$ cat config.mk
export PLATFORM = sky130hd
export DESIGN_NAME = hangul_keystroke_composer
export DESIGN_NICKNAME = d
export VERILOG_FILES = /design/src/hkc_pkg.sv /design/src/hangul_keystroke_composer.sv /design/src/hkc_core.sv
export VERILOG_INCLUDE_DIRS = /design/src /design/src/src
export SDC_FILE = /design/constraint.sdc
export NUM_CORES = 1
export LEC_CHECK = 0
export BUFFER_PORTS_ARGS = -buffer_cell sky130_fd_sc_hd__buf_2
export CELL_PAD_IN_SITES_DETAIL_PLACEMENT = 0
export CELL_PAD_IN_SITES_GLOBAL_PLACEMENT = 1
export CORE_MARGIN = 4
export CORE_UTILIZATION = 49
export CTS_CLUSTER_SIZE = 25
export DETAILED_ROUTE_END_ITERATION = 6
export PLACE_DENSITY = 0.82
export SLEW_MARGIN = 15
export SYNTH_ARGS = -nofsm -noshare
export SYNTH_HDL_FRONTEND = slang
export SYNTH_SLANG_ARGS = --single-unit
$ cat constraint.sdc
create_clock -name clk -period 10.2 [get_ports clk]
set_clock_uncertainty 0.2 [all_clocks]
set_input_delay 2.04 -clock clk [delete_from_list [all_inputs] [get_ports clk]]
set_output_delay 2.04 -clock clk [all_outputs]
set_load 0.05 [all_outputs]
$ cat src/hangul_keystroke_composer_macros.svh
// assertion helpers for the composer rtl
`ifndef HANGUL_KEYSTROKE_COMPOSER_MACROS_SVH
`define HANGUL_KEYSTROKE_COMPOSER_MACROS_SVH

// same-cycle implication, disabled in reset
`define HKC_ASSERT_NOW(label, clk, rst_n, ante, cons, msg) \
    label: assert property (@(posedge clk) disable iff (!rst_n) (ante) |-> (cons)) \
        else $error(msg);

// next-cycle implication, disabled in reset
`define HKC_ASSERT_NEXT(label, clk, rst_n, ante, cons, msg) \
    label: assert property (@(posedge clk) disable iff (!rst_n) (ante) |=> (cons)) \
        else $error(msg);

`endif

$ cat src/hkc_pkg.sv
// ----------------------------------------------------------------------------
// hkc_pkg
// Types, jamo tables and syllable helpers for the 2-set hangul composer.
// ----------------------------------------------------------------------------
package hkc_pkg;

    typedef enum logic [1:0] {
        EDIT_NONE = 2'd0,
        EDIT_OVR  = 2'd1,
        EDIT_INS  = 2'd2,
        EDIT_DEL  = 2'd3
    } edit_kind_t;

    typedef struct packed {
        edit_kind_t  kind;
        logic [7:0]  pos;
        logic [15:0] ch;
    } result_t;

    // composing character plus its decomposed syllable parts
    typedef struct packed {
        logic [15:0] code;
        logic        syl;
        logic [4:0]  ini;
        logic [4:0]  med;
        logic [4:0]  fin;
    } char_state_t;

    localparam logic [15:0] KEY_BACKSPACE  = 16'd8;
    localparam logic [15:0] KEY_SPACE      = 16'd32;
    localparam logic [15:0] SYL_BASE       = 16'hAC00;
    localparam logic [15:0] JAMO_FIRST     = 16'h3131;
    localparam logic [15:0] JAMO_CONS_LAST = 16'h314E;
    localparam logic [15:0] VOWEL_FIRST    = 16'h314F;
    localparam logic [15:0] JAMO_LAST      = 16'h3163;
    localparam logic [15:0] INIT_STRIDE    = 16'd588;
    localparam logic [15:0] MED_STRIDE     = 16'd28;
    localparam logic [4:0]  NO_IDX         = 5'h1F;
    localparam logic [4:0]  LAST_LETTER    = 5'd25;

    localparam logic [4:0] LT_A = 5'd0;
    localparam logic [4:0] LT_G = 5'd6;
    localparam logic [4:0] LT_J = 5'd9;
    localparam logic [4:0] LT_K = 5'd10;
    localparam logic [4:0] LT_L = 5'd11;
    localparam logic [4:0] LT_O = 5'd14;
    localparam logic [4:0] LT_P = 5'd15;
    localparam logic [4:0] LT_Q = 5'd16;
    localparam logic [4:0] LT_R = 5'd17;
    localparam logic [4:0] LT_T = 5'd19;
    localparam logic [4:0] LT_V = 5'd21;
    localparam logic [4:0] LT_W = 5'd22;
    localparam logic [4:0] LT_X = 5'd23;

    localparam logic [15:0] JAMO_PLAIN [0:25] = '{
        16'h3141, 16'h3160, 16'h314A, 16'h3147, 16'h3137, 16'h3139, 16'h314E,
        16'h3157, 16'h3151, 16'h3153, 16'h314F, 16'h3163, 16'h3161, 16'h315C,
        16'h3150, 16'h3154, 16'h3142, 16'h3131, 16'h3134, 16'h3145, 16'h3155,
        16'h314D, 16'h3148, 16'h314C, 16'h315B, 16'h314B};

    localparam logic [15:0] JAMO_SHIFT [0:25] = '{
        16'h3141, 16'h3160, 16'h314A, 16'h3147, 16'h3138, 16'h3139, 16'h314E,
        16'h3157, 16'h3151, 16'h3153, 16'h314F, 16'h3163, 16'h3161, 16'h315C,
        16'h3152, 16'h3156, 16'h3143, 16'h3132, 16'h3134, 16'h3146, 16'h3155,
        16'h314D, 16'h3149, 16'h314C, 16'h315B, 16'h314B};

    localparam logic [4:0] FINAL_PLAIN [0:25] = '{
        5'd16, 5'd0, 5'd23, 5'd21, 5'd7, 5'd8, 5'd27, 5'd0, 5'd0, 5'd0,
        5'd0, 5'd0, 5'd0, 5'd0, 5'd0, 5'd0, 5'd17, 5'd1, 5'd4, 5'd19,
        5'd0, 5'd26, 5'd22, 5'd25, 5'd0, 5'd24};

    localparam logic [4:0] INIT_OF_CONS [0:29] = '{
        5'd0, 5'd1, NO_IDX, 5'd2, NO_IDX, NO_IDX, 5'd3, 5'd4, 5'd5, NO_IDX,
        NO_IDX, NO_IDX, NO_IDX, NO_IDX, NO_IDX, NO_IDX, 5'd6, 5'd7, 5'd8,
        NO_IDX, 5'd9, 5'd10, 5'd11, 5'd12, 5'd13, 5'd14, 5'd15, 5'd16,
        5'd17, 5'd18};

    localparam logic [15:0] CONS_OF_INIT [0:18] = '{
        16'h3131, 16'h3132, 16'h3134, 16'h3137, 16'h3138, 16'h3139, 16'h3141,
        16'h3142, 16'h3143, 16'h3145, 16'h3146, 16'h3147, 16'h3148, 16'h3149,
        16'h314A, 16'h314B, 16'h314C, 16'h314D, 16'h314E};

    localparam logic [4:0] INIT_OF_FINAL [0:27] = '{
        NO_IDX, 5'd0, 5'd1, 5'd9, 5'd2, 5'd12, 5'd18, 5'd3, 5'd5, 5'd0,
        5'd6, 5'd7, 5'd9, 5'd16, 5'd17, 5'd18, 5'd6, 5'd7, 5'd9, 5'd9,
        5'd10, 5'd11, 5'd12, 5'd14, 5'd15, 5'd16, 5'd17, 5'd18};

    function automatic logic [15:0] letter_jamo(input logic [4:0] l, input logic sh);
        if (l > LAST_LETTER) return 16'd0;
        return sh ? JAMO_SHIFT[l] : JAMO_PLAIN[l];
    endfunction

    function automatic logic [4:0] final_of_letter(input logic [4:0] l, input logic sh);
        if (l > LAST_LETTER) return 5'd0;
        if (!sh) return FINAL_PLAIN[l];
        if (l == LT_R) return 5'd2;
        if (l == LT_T) return 5'd20;
        return 5'd0;
    endfunction

    function automatic logic [4:0] final_split(input logic [4:0] f);
        if (f == 5'd3) return 5'd1;
        if (f == 5'd5 || f == 5'd6) return 5'd4;
        if (f >= 5'd9 && f <= 5'd15) return 5'd8;
        if (f == 5'd18) return 5'd17;
        return 5'd0;
    endfunction

    function automatic logic [4:0] final_join(input logic [4:0] f, input logic [4:0] l);
        if (l == LT_Q && f == 5'd8) return 5'd11;
        if (l == LT_W && f == 5'd4) return 5'd5;
        if (l == LT_R && f == 5'd8) return 5'd9;
        if (l == LT_T && f == 5'd1) return 5'd3;
        if (l == LT_T && f == 5'd8) return 5'd12;
        if (l == LT_T && f == 5'd17) return 5'd18;
        if (l == LT_A && f == 5'd8) return 5'd10;
        if (l == LT_G && f == 5'd4) return 5'd6;
        if (l == LT_G && f == 5'd8) return 5'd15;
        if (l == LT_X && f == 5'd8) return 5'd13;
        if (l == LT_V && f == 5'd8) return 5'd14;
        return 5'd0;
    endfunction

    function automatic logic [4:0] medial_join(input logic [4:0] m, input logic [4:0] l,
                                               input logic sh);
        if (l == LT_O && m == 5'd8 && !sh) return 5'd10;
        if (l == LT_P && m == 5'd13 && !sh) return 5'd15;
        if (l == LT_J && m == 5'd13) return 5'd14;
        if (l == LT_K && m == 5'd8) return 5'd9;
        if (l == LT_L && m == 5'd8) return 5'd11;
        if (l == LT_L && m == 5'd13) return 5'd16;
        if (l == LT_L && m == 5'd18) return 5'd19;
        return NO_IDX;
    endfunction

    function automatic logic [4:0] medial_split(input logic [4:0] m);
        if (m >= 5'd9 && m <= 5'd11) return 5'd8;
        if (m >= 5'd14 && m <= 5'd16) return 5'd13;
        if (m == 5'd19) return 5'd18;
        return NO_IDX;
    endfunction

    function automatic logic [15:0] compose(input logic [4:0] ini, input logic [4:0] med,
                                            input logic [4:0] fin);
        return SYL_BASE + 16'(ini) * INIT_STRIDE + 16'(med) * MED_STRIDE + 16'(fin);
    endfunction

    function automatic char_state_t make_syl(input logic [4:0] ini, input logic [4:0] med,
                                             input logic [4:0] fin);
        char_state_t r;
        r.code = compose(ini, med, fin);
        r.syl  = 1'b1;
        r.ini  = ini;
        r.med  = med;
        r.fin  = fin;
        return r;
    endfunction

    function automatic char_state_t make_jamo(input logic [15:0] code);
        char_state_t r;
        r.code = code;
        r.syl  = 1'b0;
        r.ini  = 5'd0;
        r.med  = 5'd0;
        r.fin  = 5'd0;
        return r;
    endfunction

endpackage

$ cat src/hangul_keystroke_composer.sv
// ----------------------------------------------------------------------------
// hangul_keystroke_composer
// Two-set hangul keystroke composer driving edits of an external text buffer.
// ----------------------------------------------------------------------------
// One key event (key_code, shift_held, hangul_mode) per input transfer. Each
// key yields one or two results (no edit, overwrite, insert or delete at a buffer
// position) carrying the cursor, length and composing status after the key;
// last_of_run marks the final result of a key. A key refused for a full
// buffer yields one no-edit result with overflow set.
// A transfer on in_valid/in_stall lands in an input register; once the output
// register can take the key, an edge evaluates it and loads its results there.
// The single output port drains one result a cycle while out_stall is low; a
// key with two results holds off the next key until its second result leaves.
// While out_stall is high the result holds; the input register still takes
// one more key, then in_stall rises until the output frees up.
// Reset (rst_n low, asynchronous) empties both registers and clears cursor,
// length, composing flag and composing char.
// ----------------------------------------------------------------------------
`include "hangul_keystroke_composer_macros.svh"

module hangul_keystroke_composer #(
    parameter int BUFFER_CHARS = 256,
    localparam int CNT_W = ($clog2(BUFFER_CHARS + 1) > 9) ? $clog2(BUFFER_CHARS + 1) : 9
) (
    input  logic        clk,
    input  logic        rst_n,
    input  logic        in_valid,
    output logic        in_stall,
    input  logic [15:0] key_code,
    input  logic        shift_held,
    input  logic        hangul_mode,
    output logic        out_valid,
    input  logic        out_stall,
    output logic [1:0]  edit_kind,
    output logic [7:0]  edit_position,
    output logic [15:0] char_code,
    output logic        last_of_run,
    output logic [8:0]  cursor_now,
    output logic [8:0]  length_now,
    output logic        composing_now,
    output logic        overflow
);

    logic                 in_full_reg;
    logic [15:0]          key_reg;
    logic                 shift_reg;
    logic                 mode_reg;

    logic [CNT_W-1:0]     cursor_reg;
    logic [CNT_W-1:0]     length_reg;
    logic                 typing_reg;
    hkc_pkg::char_state_t cs_reg;

    logic                 out_valid_reg;
    hkc_pkg::result_t     out_res_reg;
    logic                 out_last_reg;
    logic                 sec_valid_reg;
    hkc_pkg::result_t     sec_res_reg;
    logic [8:0]           cursor_out_reg;
    logic [8:0]           length_out_reg;
    logic                 comp_out_reg;
    logic                 ovf_out_reg;

    logic [CNT_W-1:0]     cursor_next;
    logic [CNT_W-1:0]     length_next;
    logic                 typing_next;
    hkc_pkg::char_state_t cs_next;
    hkc_pkg::result_t     res0;
    hkc_pkg::result_t     res1;
    logic                 two_res;
    logic                 refused;

    logic                 in_xfer;
    logic                 out_xfer;
    logic                 load_ok;
    logic                 consume;

    hkc_core #(
        .BUFFER_CHARS(BUFFER_CHARS)
    ) u_core (
        .key_code   (key_reg),
        .shift_held (shift_reg),
        .hangul_mode(mode_reg),
        .cursor     (cursor_reg),
        .length     (length_reg),
        .typing     (typing_reg),
        .cs         (cs_reg),
        .cursor_next(cursor_next),
        .length_next(length_next),
        .typing_next(typing_next),
        .cs_next    (cs_next),
        .res0       (res0),
        .res1       (res1),
        .two_res    (two_res),
        .refused    (refused)
    );

    assign out_xfer = out_valid_reg && !out_stall;
    // output stage can take a new key when it is empty or its last result leaves this cycle
    assign load_ok  = !out_valid_reg || (out_xfer && !sec_valid_reg);
    assign consume  = in_full_reg && load_ok;
    assign in_stall = in_full_reg && !consume;
    assign in_xfer  = in_valid && !in_stall;

    always_ff @(posedge clk or negedge rst_n)
    begin
        if (!rst_n) begin
            in_full_reg <= 1'b0;
        end else if (in_xfer) begin
            in_full_reg <= 1'b1;
        end else if (consume) begin
            in_full_reg <= 1'b0;
        end
    end

    always_ff @(posedge clk)
    begin
        if (in_xfer) begin
            key_reg   <= key_code;
            shift_reg <= shift_held;
            mode_reg  <= hangul_mode;
        end
    end

    always_ff @(posedge clk or negedge rst_n)
    begin
        if (!rst_n) begin
            cursor_reg <= '0;
            length_reg <= '0;
            typing_reg <= 1'b0;
            cs_reg     <= hkc_pkg::make_jamo(16'd0);
        end else if (consume) begin
            cursor_reg <= cursor_next;
            length_reg <= length_next;
            typing_reg <= typing_next;
            cs_reg     <= cs_next;
        end
    end

    always_ff @(posedge clk or negedge rst_n)
    begin
        if (!rst_n) begin
            out_valid_reg <= 1'b0;
            sec_valid_reg <= 1'b0;
        end else if (consume) begin
            out_valid_reg <= 1'b1;
            sec_valid_reg <= two_res;
        end else if (out_xfer) begin
            out_valid_reg <= sec_valid_reg;
            sec_valid_reg <= 1'b0;
        end
    end

    always_ff @(posedge clk)
    begin
        if (consume) begin
            out_res_reg    <= res0;
            out_last_reg   <= !two_res;
            sec_res_reg    <= res1;
            cursor_out_reg <= cursor_next[8:0];
            length_out_reg <= length_next[8:0];
            comp_out_reg   <= typing_next;
            ovf_out_reg    <= refused;
        end else if (out_xfer && sec_valid_reg) begin
            out_res_reg  <= sec_res_reg;
            out_last_reg <= 1'b1;
        end
    end

    assign out_valid     = out_valid_reg;
    assign edit_kind     = out_res_reg.kind;
    assign edit_position = out_res_reg.pos;
    assign char_code     = out_res_reg.ch;
    assign last_of_run   = out_last_reg;
    assign cursor_now    = cursor_out_reg;
    assign length_now    = length_out_reg;
    assign composing_now = comp_out_reg;
    assign overflow      = ovf_out_reg;

    `HKC_ASSERT_NOW(a_sec_needs_first, clk, rst_n, sec_valid_reg, out_valid_reg,
                    "second result without first")
    `HKC_ASSERT_NOW(a_not_last_has_sec, clk, rst_n, out_valid_reg && !out_last_reg,
                    sec_valid_reg, "open run without pending result")
    `HKC_ASSERT_NEXT(a_sec_is_last, clk, rst_n, out_xfer && sec_valid_reg,
                     out_valid_reg && out_last_reg, "second result not last")
    `HKC_ASSERT_NOW(a_len_in_range, clk, rst_n, 1'b1,
                    length_reg <= CNT_W'(BUFFER_CHARS) && cursor_reg <= length_reg,
                    "cursor or length out of range")

endmodule

$ cat src/hkc_core.sv
// ----------------------------------------------------------------------------
// hkc_core
// Next-state and edit logic for one key event of the composer.
// ----------------------------------------------------------------------------
module hkc_core #(
    parameter int BUFFER_CHARS = 256,
    localparam int CNT_W = ($clog2(BUFFER_CHARS + 1) > 9) ? $clog2(BUFFER_CHARS + 1) : 9
) (
    input  logic [15:0]         key_code,
    input  logic                shift_held,
    input  logic                hangul_mode,
    input  logic [CNT_W-1:0]    cursor,
    input  logic [CNT_W-1:0]    length,
    input  logic                typing,
    input  hkc_pkg::char_state_t cs,
    output logic [CNT_W-1:0]    cursor_next,
    output logic [CNT_W-1:0]    length_next,
    output logic                typing_next,
    output hkc_pkg::char_state_t cs_next,
    output hkc_pkg::result_t    res0,
    output hkc_pkg::result_t    res1,
    output logic                two_res,
    output logic                refused
);

    logic [4:0]           l;
    logic [15:0]          lj;
    logic                 vow;
    logic [4:0]           voff;
    logic                 room;
    logic                 is_letter;
    logic                 c_cons;
    logic                 c_vowel;
    logic [4:0]           cons_ini;
    logic [4:0]           msplit;
    logic [4:0]           mjoin;
    logic [4:0]           fletter;
    logic [4:0]           fjoin;
    logic [4:0]           ini2;
    logic                 do_plain;
    logic                 do_push;
    logic                 do_ovr;
    hkc_pkg::char_state_t ov_cs;
    hkc_pkg::char_state_t nw;
    logic [CNT_W-1:0]     cursor_m1;
    logic [CNT_W-1:0]     cursor_p1;
    logic [CNT_W-1:0]     plain_pos;

    always_comb
    begin
        cursor_next = cursor;
        length_next = length;
        typing_next = typing;
        cs_next     = cs;
        res0        = '{hkc_pkg::EDIT_NONE, 8'd0, 16'd0};
        res1        = '{hkc_pkg::EDIT_NONE, 8'd0, 16'd0};
        two_res     = 1'b0;
        refused     = 1'b0;
        do_plain    = 1'b0;
        do_push     = 1'b0;
        do_ovr      = 1'b0;
        ov_cs       = cs;

        l         = 5'(key_code[4:0] - 5'd1);
        lj        = hkc_pkg::letter_jamo(l, shift_held);
        vow       = (lj > hkc_pkg::JAMO_CONS_LAST);
        voff      = 5'(lj - hkc_pkg::VOWEL_FIRST);
        room      = (length < CNT_W'(BUFFER_CHARS));
        is_letter = (key_code >= 16'd65 && key_code <= 16'd90)
                 || (key_code >= 16'd97 && key_code <= 16'd122);
        c_cons    = (cs.code >= hkc_pkg::JAMO_FIRST) && (cs.code <= hkc_pkg::JAMO_CONS_LAST);
        c_vowel   = (cs.code >= hkc_pkg::VOWEL_FIRST) && (cs.code <= hkc_pkg::JAMO_LAST);
        cons_ini  = c_cons ? hkc_pkg::INIT_OF_CONS[5'(cs.code - hkc_pkg::JAMO_FIRST)]
                           : hkc_pkg::NO_IDX;
        fletter   = hkc_pkg::final_of_letter(l, shift_held);
        fjoin     = hkc_pkg::final_join(cs.fin, l);
        ini2      = (cs.fin < 5'd28) ? hkc_pkg::INIT_OF_FINAL[cs.fin] : hkc_pkg::NO_IDX;
        cursor_m1 = cursor - CNT_W'(1);
        cursor_p1 = cursor + CNT_W'(1);
        plain_pos = typing ? cursor_p1 : cursor;
        nw        = hkc_pkg::make_jamo(lj);

        // the composing char's medial, taken from a vowel jamo or a syllable
        if (cs.syl) begin
            msplit = hkc_pkg::medial_split(cs.med);
            mjoin  = hkc_pkg::medial_join(cs.med, l, shift_held);
        end else begin
            msplit = hkc_pkg::medial_split(5'(cs.code - hkc_pkg::VOWEL_FIRST));
            mjoin  = hkc_pkg::medial_join(5'(cs.code - hkc_pkg::VOWEL_FIRST), l, shift_held);
        end

        if (key_code == hkc_pkg::KEY_BACKSPACE) begin
            if (!typing) begin
                if (cursor != '0) begin
                    res0        = '{hkc_pkg::EDIT_DEL, cursor_m1[7:0], 16'd0};
                    cursor_next = cursor_m1;
                    if (length != '0) length_next = length - CNT_W'(1);
                end
            end else if (c_vowel && msplit != hkc_pkg::NO_IDX) begin
                do_ovr = 1'b1;
                ov_cs  = hkc_pkg::make_jamo(hkc_pkg::VOWEL_FIRST + 16'(msplit));
            end else if (cs.syl) begin
                do_ovr = 1'b1;
                if (cs.fin != 5'd0)
                    ov_cs = hkc_pkg::make_syl(cs.ini, cs.med, hkc_pkg::final_split(cs.fin));
                else if (msplit != hkc_pkg::NO_IDX)
                    ov_cs = hkc_pkg::make_syl(cs.ini, msplit, 5'd0);
                else
                    ov_cs = hkc_pkg::make_jamo(hkc_pkg::CONS_OF_INIT[cs.ini]);
            end else begin
                // composing jamo that cannot split further: drop it
                res0        = '{hkc_pkg::EDIT_DEL, cursor[7:0], 16'd0};
                typing_next = 1'b0;
                if (length != '0) length_next = length - CNT_W'(1);
            end
        end else if (key_code == hkc_pkg::KEY_SPACE) begin
            if (typing) begin
                cursor_next = cursor_p1;
                typing_next = 1'b0;
            end else begin
                do_plain = 1'b1;
            end
        end else if (hangul_mode && is_letter) begin
            if (!typing) begin
                if (!room) begin
                    refused = 1'b1;
                end else begin
                    cs_next     = nw;
                    res0        = '{hkc_pkg::EDIT_INS, cursor[7:0], lj};
                    length_next = length + CNT_W'(1);
                    typing_next = 1'b1;
                end
            end else if (c_cons) begin
                if (vow && cons_ini != hkc_pkg::NO_IDX) begin
                    do_ovr = 1'b1;
                    ov_cs  = hkc_pkg::make_syl(cons_ini, voff, 5'd0);
                end else begin
                    do_push = 1'b1;
                end
            end else if (c_vowel) begin
                if (mjoin != hkc_pkg::NO_IDX) begin
                    do_ovr = 1'b1;
                    ov_cs  = hkc_pkg::make_jamo(hkc_pkg::VOWEL_FIRST + 16'(mjoin));
                end else begin
                    do_push = 1'b1;
                end
            end else if (cs.syl) begin
                if (cs.fin == 5'd0 && !vow) begin
                    if (fletter != 5'd0) begin
                        do_ovr = 1'b1;
                        ov_cs  = hkc_pkg::make_syl(cs.ini, cs.med, fletter);
                    end else begin
                        do_push = 1'b1;
                    end
                end else if (cs.fin == 5'd0) begin
                    if (mjoin != hkc_pkg::NO_IDX) begin
                        do_ovr = 1'b1;
                        ov_cs  = hkc_pkg::make_syl(cs.ini, mjoin, 5'd0);
                    end else begin
                        do_push = 1'b1;
                    end
                end else if (!vow && !shift_held && fjoin != 5'd0) begin
                    do_ovr = 1'b1;
                    ov_cs  = hkc_pkg::make_syl(cs.ini, cs.med, fjoin);
                end else begin
                    do_push = 1'b1;
                end
            end else begin
                do_push = 1'b1;
            end
        end else begin
            do_plain = 1'b1;
        end

        if (do_ovr) begin
            res0    = '{hkc_pkg::EDIT_OVR, cursor[7:0], ov_cs.code};
            cs_next = ov_cs;
        end

        if (do_plain) begin
            if (!room) begin
                refused = 1'b1;
            end else begin
                res0        = '{hkc_pkg::EDIT_INS, plain_pos[7:0], key_code};
                cursor_next = plain_pos + CNT_W'(1);
                length_next = length + CNT_W'(1);
                typing_next = 1'b0;
            end
        end

        if (do_push) begin
            if (!room) begin
                refused = 1'b1;
            end else begin
                // a vowel after a final: the final, or its second part, moves on as the new initial
                if (cs.syl && vow && ini2 != hkc_pkg::NO_IDX) begin
                    res0    = '{hkc_pkg::EDIT_OVR, cursor[7:0],
                                hkc_pkg::compose(cs.ini, cs.med, hkc_pkg::final_split(cs.fin))};
                    nw      = hkc_pkg::make_syl(ini2, voff, 5'd0);
                    res1    = '{hkc_pkg::EDIT_INS, cursor_p1[7:0], nw.code};
                    two_res = 1'b1;
                end else begin
                    res0    = '{hkc_pkg::EDIT_INS, cursor_p1[7:0], nw.code};
                end
                cursor_next = cursor_p1;
                length_next = length + CNT_W'(1);
                typing_next = 1'b1;
                cs_next     = nw;
            end
        end
    end

endmodule
==> summary.md <==
| Metric | Value |
|---|---|
| Core area | 0.0400 mm^2 |
| Sw Pwr | 0.00154 W |
| Register area share after synthesis | 0.200 |
| Critical Path Start Type | flop |
| Comb pwr share | 0.532 |
| Hold_buf cts | 0 |
| Diodes inserted | 0 |
| Initial antenna violation count | 1 |
| Max VDD drop | ~0.16 mV |
| Synth cell types | 104 |
| Synth Flop Type | edfxtp_1 |
| GRT Util Overall | 0.401 |
| CP max-delay cell | xor2_1 |
| Max-slew headroom | 0.0197 |
| Num ports | 71 |
| DR iter-0 viols | about 3000 |
| Clk buf depth | 2 |
| GPL Wtd Cong | approximately 1.1 |
| Fmax | 111 MHz |
| Worst endpoint required time | slightly above 10 ns |
| Final core occ | 0.539 |
| Yosys reg bits | 142 |
| Final Non-Filler Cells | around 3100 |
| Tightest Pin Transition | 1.45 ns |
| Register share of total power | 0.239 |
| Asr flop ratio synth | 0.380 |
| Row count | 73 |
| H-tree levels | 4 |
| Gate Count Post-Synth | 2580 |
| Clock sink count | 142 |
| DR pass1 iterations | 6 |
| Max-slew violations | 0 |
| Post-CTS sizing | 0 |
| Mean Syn Cell Area | 7.74 um^2 |
| Total gr overflow | 0 |
| CP endpoint kind | flop |
| Post-layout min period | 8.98 ns |
| Drt drc | 0 |
| Leakage power | 8.64 nW |
| Die width | about 210 um |
| Worst path max stage delay | 0.79 ns |
| Placed Cells | slightly above 3000 |
| Status | complete, but fails checks |
| TritonCTS clock tree | yes |
| RSZ-0062 raised after global routing | no |
| Global-route wire length before repair | 135 mm |
| Drt wl/cell | about 29 um |
| Area Overhead vs Synth | 8.03% |
| PwrDens | 152 mW/mm^2 |
| Via Count | 22100 |
| Largest net degree at the start of global routing | 56 |
| Port Buffers | 70 |
| Post-Syn Area | 0.0200 mm^2 |
| Number of global-route vias before repair | 20500 |
| Starting density of the core | 0.499 |
| Skew-Pair Late Insertion Delay | around 0.48 ns |
| Setup TNS | 0 ns |
| Net Sw Frac | 0.472 |
| Largest register FFs | 32 |
| Failing checks | max-capacitance violations |
| Crit path arrival time | 9.00 ns |
| Clock transition at the registers of the reported paths | 0.07 ns |
| Worst Path Max Fanout | 27 |
| Clk pwr share | 0.228 |
| # nets final | 2831 |
| Type of the worst setup path | reg2reg |
| Final ANT Viol Nets | 0 |
| DIE HEIGHT | 210 um |
| Worst Hold Class | reg2reg |
| Total routed wirelength | 91.7 mm |
| Clock Tree Root | clkbuf_16 |
| Post-CTS setup buffer count | 0 |
| Total die area | 0.0441 mm^2 |
| Routed vias/inst | between 7 and 8 |
| Num CTS Buffers | 17 |
| Number of flops mapped to enable cells by yosys | 88 |
| Synth warn | 0 |
| Int Power | between 0.0015 and 0.002 W |
| Max-Cap Viols | 1 |
| Final setup vio count | 0 |
| Share of layout cells above drive strength 1 | 0.0971 |
| Syn Nets | 2829 |
| HPWL Detailed | between 60 and 70 mm |
| Final period util | 0.880 |
| Hold Violations, Final | 0 |
-- power by group through the flow --
stage                     Clock (W)  Sequential (W)  Combinational, W
after floorplan                   0        0.000858           0.00113
after global placement            0        0.000788           0.00165
after detailed placement          0        0.000791           0.00168
after CTS                  0.000744        0.000781           0.00170
after global routing       0.000768        0.000792           0.00186
final                      0.000747        0.000784           0.00174
-- metrics by stage --
stage / setup slack (ns) / hold WS [ns] / total power, W / instance area (um^2)
6_report: 1.22 / 0.330 / 0.00327 / 21600
5_1_grt: 0.687 / 0.349 / 0.00342 / 21600
4_1_cts: 1.40 / 0.334 / 0.00322 / 21600
3_5_place_dp: 1.44 / 0.318 / 0.00247 / 20900
3_3_place_gp: 1.70 / 0.310 / 0.00244 / 20900
2_1_floorplan: 2.24 / 0.295 / 0.00199 / 20000
-- logic make-up after synthesis --
family                     count (synthesis)  synth area share
adders and majority gates                227             0.151
AOI/OAI and AO/OA                        868             0.293
and+or+nand+nor                          876             0.213
xor gates and xnor gates                 164            0.0723
DFF                                      142             0.200
buffers and inverters                    268            0.0530
muxes                                     35            0.0184
-- cell type report --
type                       instances  area (um^2)
inverter                         113          425
multi-input combinational       2170        15000
tap                              525          657
timing repair buffer             138          861
clock inverter                    15          241
clock buffer                      17          425
fill                            3856        18400
sequential                       142         3990
-- cell usage in the layout (no fill, tap or decap), drive strengths merged, types with 29 or more instances in the layout --
cell type / synthesis / final
a211oi: 41 / 41
a21o: 31 / 31
a21oi: 195 / 195
a31oi: 44 / 44
buf: 30 / 138
dfrtp: 54 / 54
edfxtp: 88 / 88
ha: 203 / 203
inv: 111 / 118
nand2: 227 / 227
nand2b: 32 / 32
nand3: 82 / 82
nor2: 240 / 240
nor3: 83 / 83
o211ai: 45 / 45
o21a: 29 / 29
o21ai: 195 / 195
xnor2: 96 / 96
xor2: 68 / 68
-- path summary, 6_finish.rpt --
path	start	endpoint	slack, ns	cells past startpoint
setup / recovery	key_reg[1]	char_code[13]	1.22	30
hold / removal	sec_res_reg[19]	edit_position[3]	0.33	2
setup reg to reg	key_reg[1]	char_code[13]	1.22	30
hold reg to reg	sec_res_reg[19]	edit_position[3]	0.33	2
max in group asynchronous	rst_n	cs_reg[24]	7.58	2
min in group asynchronous	rst_n	sec_valid_reg	1.60	2
-- cell usage after synthesis (all sizes together), types with 23 or more instances --
cell,count,area share
nand3,82,0.021
o211ai,45,0.017
ha,203,0.13
a21oi,195,0.049
fa,24,0.024
a31oi,44,0.014
nor2b,28,0.0088
o21ai,195,0.049
inv,111,0.021
xor2,68,0.030
dfrtp,54,0.068
clkbuf,125,0.023
o21a,29,0.011
nor2,240,0.045
a211oi,41,0.016
edfxtp,88,0.13
and2,23,0.0075
or3,25,0.0078
a22oi,27,0.010
nor3,83,0.022
nand2b,32,0.010
buf,30,0.0083
nand2,227,0.043
o22ai,28,0.0088
a21o,31,0.012
xnor2,96,0.042
nor4,27,0.0085
-- layer usage --
metal	GRT usage	vias up	part of all wire
met4	0.223	0	0.073
li1	-	9636	-
met5	0	-	0
met1	0.534	10600	0.39
met2	0.602	1512	0.42
met3	0.0934	330	0.11
-- critical path, delay by kind of cell, from the launching register on --
| family | cells | cell delay, ns |
|---|---|---|
| AO/OA/AOI/OAI | 11 | 2.25 |
| adder cells (fa/ha/maj) | 5 | 1.93 |
| XOR/XNOR | 4 | 1.68 |
| AND/OR/NAND/NOR | 5 | 1.42 |
| buffers and inverters | 5 | 0.89 |
| flip-flops | 1 | 0.37 |
Note: power is estimated with default switching activity, not from simulation.
